`config.mk`:
```
export PLATFORM = sky130hd
export DESIGN_NAME = three_level_feedback_queue_core
export DESIGN_NICKNAME = d
export VERILOG_FILES = /design/src/hw/rtl/tlfq_pkg.sv /design/src/hw/rtl/tlfq_cell.sv /design/src/hw/rtl/tlfq_row.sv /design/src/hw/rtl/three_level_feedback_queue_core.sv
export SDC_FILE = /design/constraint.sdc
export NUM_CORES = 2
export LEC_CHECK = 0
export ABC_CLOCK_PERIOD_IN_PS = 4700
export BUFFER_PORTS_ARGS = -buffer_cell sky130_fd_sc_hd__buf_2
export CAP_MARGIN = 15
export CORE_UTILIZATION = 64
export DETAILED_ROUTE_END_ITERATION = 10
export GPL_TIMING_DRIVEN = 0
export PLACE_DENSITY = 0.8
export REMOVE_ABC_BUFFERS = 1
export SYNTH_ARGS = -nofsm -noshare
export SYNTH_HDL_FRONTEND = slang
export SYNTH_SLANG_ARGS = --single-unit
export TNS_END_PERCENT = 5
```
`constraint.sdc`:
```
create_clock -name clk -period 4.7 [get_ports clk]
set_clock_uncertainty 0.2 [all_clocks]
set_input_delay 0.705 -clock clk [delete_from_list [all_inputs] [get_ports clk]]
set_output_delay 0.705 -clock clk [all_outputs]
set_load 0.02 [all_outputs]
```
`src/hw/rtl/tlfq_pkg.sv`:
```
// Types and constants for the three-level feedback queue core.
// No dependencies; imported by every module of the block.
`timescale 1ns / 1ps
`default_nettype none

package tlfq_pkg;

    localparam int IDX_W  = 6;
    localparam int LVL_W  = 2;
    localparam int LEVELS = 3;

    typedef enum logic [1:0] {
        KIND_ENQ  = 2'd0,
        KIND_DEQ  = 2'd1,
        KIND_PICK = 2'd2,
        KIND_NONE = 2'd3
    } tlfq_kind_t;

    typedef enum logic [1:0] {
        STAT_OK    = 2'd0,
        STAT_DUP   = 2'd1,
        STAT_FULL  = 2'd2,
        STAT_EMPTY = 2'd3
    } tlfq_status_t;

    typedef enum logic [1:0] {
        S_IDLE,
        S_CMP,
        S_RED,
        S_EXEC
    } tlfq_state_t;

    // Command from the sequencer to one level's row of cells.
    typedef struct packed {
        logic push;
        logic pop;
    } tlfq_row_cmd_t;

    // Status from one row back to the sequencer.
    typedef struct packed {
        logic empty;
        logic full;
        logic dup;
    } tlfq_row_stat_t;

endpackage

`default_nettype wire

```
`src/hw/rtl/tlfq_cell.sv`:
```
// One queue cell: holds a single process index, shifts toward the head on a pop,
// loads on a push at its own position, and flags a match with the search key.
// Depends on tlfq_pkg.
`timescale 1ns / 1ps
`default_nettype none

module tlfq_cell
    import tlfq_pkg::*;
#(
    parameter int CELL_ID = 0,
    parameter int CNT_W   = 6
) (
    input  wire logic             clk,
    input  wire logic [CNT_W-1:0] count,
    input  wire logic             push,
    input  wire logic             pop,
    input  wire logic [IDX_W-1:0] key,
    input  wire logic [IDX_W-1:0] shift_in,
    output logic      [IDX_W-1:0] data,
    output logic                  hit
);

    logic [IDX_W-1:0] data_reg;
    logic [IDX_W-1:0] data_next;
    logic             hit_reg;
    logic             occupied;
    logic             at_tail;

    assign occupied = CNT_W'(CELL_ID) < count;
    assign at_tail  = CNT_W'(CELL_ID) == count;

    always_comb
    begin
        data_next = data_reg;
        if (push && at_tail)
        begin
            data_next = key;
        end
        else if (pop)
        begin
            data_next = shift_in;
        end
    end

    always_ff @(posedge clk)
    begin
        data_reg <= data_next;
        hit_reg  <= occupied && (data_reg == key);
    end

    assign data = data_reg;
    assign hit  = hit_reg;

endmodule

`default_nettype wire

```
`src/hw/rtl/tlfq_row.sv`:
```
// One priority level: a row of tlfq_cell with the head at cell 0 and a fill count.
// Depends on tlfq_pkg and tlfq_cell.
`timescale 1ns / 1ps
`default_nettype none

module tlfq_row
    import tlfq_pkg::*;
#(
    parameter int QUEUE_SLOTS = 64
) (
    input  wire logic             clk,
    input  wire logic             rst_n,
    input  wire tlfq_row_cmd_t    cmd,
    input  wire logic [IDX_W-1:0] key,
    output logic      [IDX_W-1:0] head,
    output tlfq_row_stat_t        stat
);

    localparam int CELLS = QUEUE_SLOTS - 1;
    localparam int CNT_W = $clog2(QUEUE_SLOTS);

    logic [CNT_W-1:0] count_reg;
    logic [CNT_W-1:0] count_next;
    logic             dup_reg;
    logic [IDX_W-1:0] cell_data [CELLS];
    logic [CELLS-1:0] cell_hit;

    for (genvar g = 0; g < CELLS; g++)
    begin : g_cell
        logic [IDX_W-1:0] shift_in;

        if (g == CELLS - 1)
        begin : g_last
            assign shift_in = cell_data[g];
        end
        else
        begin : g_mid
            assign shift_in = cell_data[g + 1];
        end

        tlfq_cell #(
            .CELL_ID (g),
            .CNT_W   (CNT_W)
        ) u_cell (
            .clk      (clk),
            .count    (count_reg),
            .push     (cmd.push),
            .pop      (cmd.pop),
            .key      (key),
            .shift_in (shift_in),
            .data     (cell_data[g]),
            .hit      (cell_hit[g])
        );
    end

    always_comb
    begin
        count_next = count_reg;
        if (cmd.push)
        begin
            count_next = count_reg + 1'b1;
        end
        else if (cmd.pop)
        begin
            count_next = count_reg - 1'b1;
        end
    end

    always_ff @(posedge clk or negedge rst_n)
    begin
        if (!rst_n)
        begin
            count_reg <= '0;
        end
        else
        begin
            count_reg <= count_next;
        end
    end

    // Fold the per-cell match flags in the cycle after the cells register them.
    always_ff @(posedge clk)
    begin
        dup_reg <= |cell_hit;
    end

    assign head       = cell_data[0];
    assign stat.empty = count_reg == '0;
    assign stat.full  = count_reg == CNT_W'(CELLS);
    assign stat.dup   = dup_reg;

endmodule

`default_nettype wire

```
`src/hw/rtl/three_level_feedback_queue_core.sv`:
```
// Top level of the three-level feedback queue: command sequencer over three rows of cells.
// Depends on tlfq_pkg, tlfq_row and tlfq_cell.
//
//   channel   handshake              ports
//   -------   --------------------   ---------------------------------
//   request   start high, busy low   kind, level, proc_index
//   result    done high, one cycle   status, out_index, served_level
//
// A request runs through these steps in order before another is taken:
// the cells compare against the key, the row match flags are folded into
// one register, then the sequencer pushes or pops. The result shows with done
// in the cycle after, which is also the first cycle a new request is taken.
// Reset clears the fill counts, so every level starts empty. The receiver
// cannot stall; done lasts exactly one cycle.
`timescale 1ns / 1ps
`default_nettype none

module three_level_feedback_queue_core
    import tlfq_pkg::*;
#(
    parameter int QUEUE_SLOTS = 64
) (
    input  wire logic             clk,
    input  wire logic             rst_n,
    input  wire logic             start,
    input  wire logic [1:0]       kind,
    input  wire logic [LVL_W-1:0] level,
    input  wire logic [IDX_W-1:0] proc_index,
    output logic                  busy,
    output logic                  done,
    output logic      [1:0]       status,
    output logic      [IDX_W-1:0] out_index,
    output logic      [LVL_W-1:0] served_level
);

    tlfq_state_t      state_reg;
    tlfq_state_t      state_next;
    logic [1:0]       kind_reg;
    logic [LVL_W-1:0] level_reg;
    logic [IDX_W-1:0] key_reg;
    logic             done_reg;
    logic             done_next;
    tlfq_status_t     status_reg;
    tlfq_status_t     status_next;
    logic [IDX_W-1:0] index_reg;
    logic [IDX_W-1:0] index_next;
    logic [LVL_W-1:0] served_reg;
    logic [LVL_W-1:0] served_next;
    logic             accept;

    tlfq_row_cmd_t    row_cmd  [LEVELS];
    tlfq_row_stat_t   row_stat [LEVELS];
    logic [IDX_W-1:0] row_head [LEVELS];

    for (genvar g = 0; g < LEVELS; g++)
    begin : g_row
        tlfq_row #(
            .QUEUE_SLOTS (QUEUE_SLOTS)
        ) u_row (
            .clk   (clk),
            .rst_n (rst_n),
            .cmd   (row_cmd[g]),
            .key   (key_reg),
            .head  (row_head[g]),
            .stat  (row_stat[g])
        );
    end

    assign accept = start && (state_reg == S_IDLE);

    always_ff @(posedge clk or negedge rst_n)
    begin
        if (!rst_n)
        begin
            state_reg <= S_IDLE;
            done_reg  <= 1'b0;
        end
        else
        begin
            state_reg <= state_next;
            done_reg  <= done_next;
        end
    end

    always_ff @(posedge clk)
    begin
        if (accept)
        begin
            kind_reg  <= kind;
            level_reg <= level;
            key_reg   <= proc_index;
        end
        if (state_reg == S_EXEC)
        begin
            status_reg <= status_next;
            index_reg  <= index_next;
            served_reg <= served_next;
        end
    end

    always_comb
    begin
        logic found;

        found       = 1'b0;
        state_next  = state_reg;
        done_next   = 1'b0;
        status_next = STAT_OK;
        index_next  = '0;
        served_next = '0;
        for (int l = 0; l < LEVELS; l++)
        begin
            row_cmd[l] = '0;
        end

        case (state_reg)
            S_IDLE:
            begin
                if (start)
                begin
                    state_next = S_CMP;
                end
            end
            S_CMP:
            begin
                state_next = S_RED;
            end
            S_RED:
            begin
                state_next = S_EXEC;
            end
            S_EXEC:
            begin
                state_next = S_IDLE;
                done_next  = 1'b1;
                case (kind_reg)
                    KIND_ENQ:
                    begin
                        index_next  = key_reg;
                        served_next = level_reg;
                        if (level_reg >= LVL_W'(LEVELS))
                        begin
                            status_next = STAT_FULL;
                        end
                        else if (row_stat[level_reg].dup)
                        begin
                            status_next = STAT_DUP;
                        end
                        else if (row_stat[level_reg].full)
                        begin
                            status_next = STAT_FULL;
                        end
                        else
                        begin
                            row_cmd[level_reg].push = 1'b1;
                        end
                    end
                    KIND_DEQ:
                    begin
                        served_next = level_reg;
                        if (level_reg >= LVL_W'(LEVELS))
                        begin
                            status_next = STAT_EMPTY;
                        end
                        else if (row_stat[level_reg].empty)
                        begin
                            status_next = STAT_EMPTY;
                        end
                        else
                        begin
                            index_next             = row_head[level_reg];
                            row_cmd[level_reg].pop = 1'b1;
                        end
                    end
                    KIND_PICK:
                    begin
                        // Serve the highest level that holds anything.
                        status_next = STAT_EMPTY;
                        for (int l = 0; l < LEVELS; l++)
                        begin
                            if (!found && !row_stat[l].empty)
                            begin
                                found          = 1'b1;
                                status_next    = STAT_OK;
                                index_next     = row_head[l];
                                served_next    = LVL_W'(l);
                                row_cmd[l].pop = 1'b1;
                            end
                        end
                    end
                    default:
                    begin
                        status_next = STAT_OK;
                    end
                endcase
            end
            default:
            begin
                state_next = S_IDLE;
            end
        endcase
    end

    assign busy         = state_reg != S_IDLE;
    assign done         = done_reg;
    assign status       = status_reg;
    assign out_index    = index_reg;
    assign served_level = served_reg;

endmodule

`default_nettype wire

```
==> summary.txt <==
Die Height = 335 um
area of the multi-input gates = 30500 sq um
fin util = 73.1%
antenna violations before repair = 6
RR Startpoint = g_row[0].u_row.count_reg[1]
detailed-placement wirelength estimate = 119000 um
fin nets = 5368
Clock Tree Buf Depth = 3
worst hold margin = 0.0471 ns
Netlist cell types = 68
maximum number of pins on one net before global-route repair = 70
post-synthesis sequential area ratio = 55.0%
cells after synthesis = 5396
setup TNS = 0 ns
Die Wd = 335 um
total global-route track usage = 30.7%
Post-DP Area = 75200 sq um
Worst EP required = 4.86 ns
Async S/R FF share, synth = 1.54%
Clock Sinks = 1367
Synth area leader = edfxtp_1
Post-synth top flop = edfxtp_1
Final Power = 33.6 mW
CTS tree = done
worst rel slew slack = 8.76%
FF/Latch Area = 39000 sq um
Fmax = 214 MHz
I/O pin count = 25
RSZ-0062 raised after global routing = false
Fin. Hold Viols = 0
Post-synth EDFFs = 1154
drt total wl = 172000 um
VDD IR max = 0.000392 V
fillers = 6775
Commonest cells post-synth = 1154 x edfxtp_1, 1116 x mux2_2, 664 x xnor2_1
Reg2Reg Depth = 6
Max Fanout on Critical Path = 19
TritonCTS buffer count = 143
number of remaining DRC errors = 0
PnR worst setup slack = 0.0354 ns
Area Overhead vs Synth = 12.7%
critical path class = reg -> reg
cell with the most instances after synthesis = edfxtp_1
Critical Path End Type = flip-flop
Cell Count, Final, Fillers Out = 6925
Post-Syn Area = 71000 sq um
standby leakage power = 26.6 nW
Hold Path Sink = kind_reg[1]
Yosys Warn Count = 0
GR Overflow Total = 0
Clock Pin Slew Worst Setup and Hold Paths = 0.06 ns
hold crit path type = in -> reg
IO Port Bufs = 24
clk_lat worst skew = 0.76 ns
area share of the largest cell type after synthesis = 48.8%
Reg2Reg Setup Slack = 0.04 ns
pwr dens = 420 nW/um^2
share of cells above drive strength 1 = 29.0%
Avg Cell Area, Syn = 13.2 sq um
drt initial violations = 4119
vias per std cell = 6.41
final RePlAce weighted congestion = 0.863
Arrival @ worst endpoint = 4.83 ns
Post-Place Cells = 6645
min Tclk post-route = 4.66 ns
Worst-Margin Slew = 1.37 ns
Synth area leaders = edfxtp_1 49%, mux2_2 18%, xnor2_1 8.2%
max FFs per register = 1134
DRT antenna net count = 0
hold depth = 1
status = completed
vias in the first global route = 45200
core area = 109000 sq um
max_cap viols = 0
first-pass GRT wire length = 267000 um
dpl ws = -0.928 ns
die area = 112000 sq um
Starting Density = 64.9%
Min-Delay Startpoint = kind[1]
Final Cell Area = 80000 sq um
Root Driver = clkbuf_16
CP Launch Type = flip-flop
period utilization = 99.2%
max-slew violation count = 0
H-Tree Depth = 4
num rows = 121
via count = 44400
Yosys reg bits = 1367
RR Endpoint = g_row[0].u_row.g_cell[24].u_cell.data[3]
WL/cell = 24.9 um
Setup-failing EPs final = 0
Pre-antenna DRT Iters = 6
==> routing by layer <==
layer | routed length (um) | GRT usage (%)
met1 | 70500 | 41.8
met3 | 15100 | 5.94
met5 | 52 | 0
met4 | 6220 | 11.3
met2 | 80600 | 49.0
==> logic make-up (layout without fill, tap and decap cells) <==
| logic type | after synthesis | count (layout) | share of synthesized area (%) |
|---|---|---|---|
| AO/OA/AOI/OAI | 262 | 262 | 2.35 |
| XOR/XNOR | 1149 | 1149 | 14.2 |
| AND/OR/NAND/NOR | 1065 | 1065 | 8.18 |
| buffers and inverters | 413 | 465 | 2.22 |
| adder cells (fa/ha/maj) | 22 | 22 | 0.388 |
| other | 0 | 1 | 0 |
| multiplexers | 1118 | 1118 | 17.7 |
| flip-flops | 1367 | 1367 | 55.0 |
==> where the power goes <==
group / leakage [nW] / switching [mW] / total, mW / internal (mW)
clock: 2.27 / 4.73 / 11.3 / 6.54
combinational: 12.1 / 4.80 / 7.66 / 2.86
sequential: 12.2 / 0.916 / 14.7 / 13.8
==> area by class of cell <==
class,count,share of cell area (%)
Clock inverter,53,0.639
Multi-Input combinational cell,3616,38.1
Tap cell,1476,2.31
Inverter,23,0.108
Timing Repair Buffer,182,4.96
Clock buffer,207,5.15
Sequential cell,1367,48.8
Antenna cell,1,0.00313
==> critical path, cell delays in order (launching register included) <==
cell and delay (ns):
dfrtp_2 0.64, ha_2 0.53, and3_1 0.55, a211oi_1 0.71
buf_4 0.29, nand2_1 0.43, o21ai_0 0.90
==> worst max-delay path by stage <==
stage,from,depth (start not counted),endpoint,slack [ns]
6_report,g_row[0].u_row.count_reg[1],6,g_row[0].u_row.g_cell[24].u_cell.data[3],0.04
3_3_place_gp,key_reg[3],0,g_row[0].u_row.g_cell[62].u_cell.data[3],-10.60
5_1_grt,g_row[0].u_row.count_reg[1],7,g_row[0].u_row.g_cell[42].u_cell.data[1],0.02
4_1_cts,state_reg[1],7,g_row[0].u_row.g_cell[26].u_cell.data[3],0.14
3_5_place_dp,state_reg[1],6,g_row[2].u_row.g_cell[39].u_cell.data[3],-0.93
2_1_floorplan,key_reg[3],0,g_row[0].u_row.g_cell[62].u_cell.data[3],-5.01
==> placed cells by master, fill, tap and decap left out, types with 14 or more instances in the layout <==
cell       count
a2111oi_0     14
a21oi_1       33
and2_1        14
and3_1        16
buf_16       128
buf_2         25
clkbuf_1      39
clkbuf_16    148
clkbuf_8      20
clkinv_1      15
clkinv_2      20
dfrtp_1       19
dfxtp_1      192
edfxtp_1    1154
ha_1          18
inv_1         21
mux2_2      1116
nand2_1      210
nand2b_1      58
nand3_1       94
nand4_1      161
nor2_1       129
nor2b_1       16
nor3_1        54
nor3_2        20
nor4_1       208
o2111ai_1     23
o21ai_0      118
or2_2         17
xnor2_1      664
xor2_1       485
==> what timing repair did <==
| action | 4_1_cts | 5_1_grt |
|---|---|---|
| pin swaps | 1 | 0 |
| hold buffers | 9 | 0 |
| endpoints found under the setup margin | 1361 | 178 |
| hold endpoints to repair | 29 | 0 |
| setup buffers | 6 | 0 |
| resized for setup | 11 | 4 |
No activity file was read; power rests on OpenSTA's default activity.
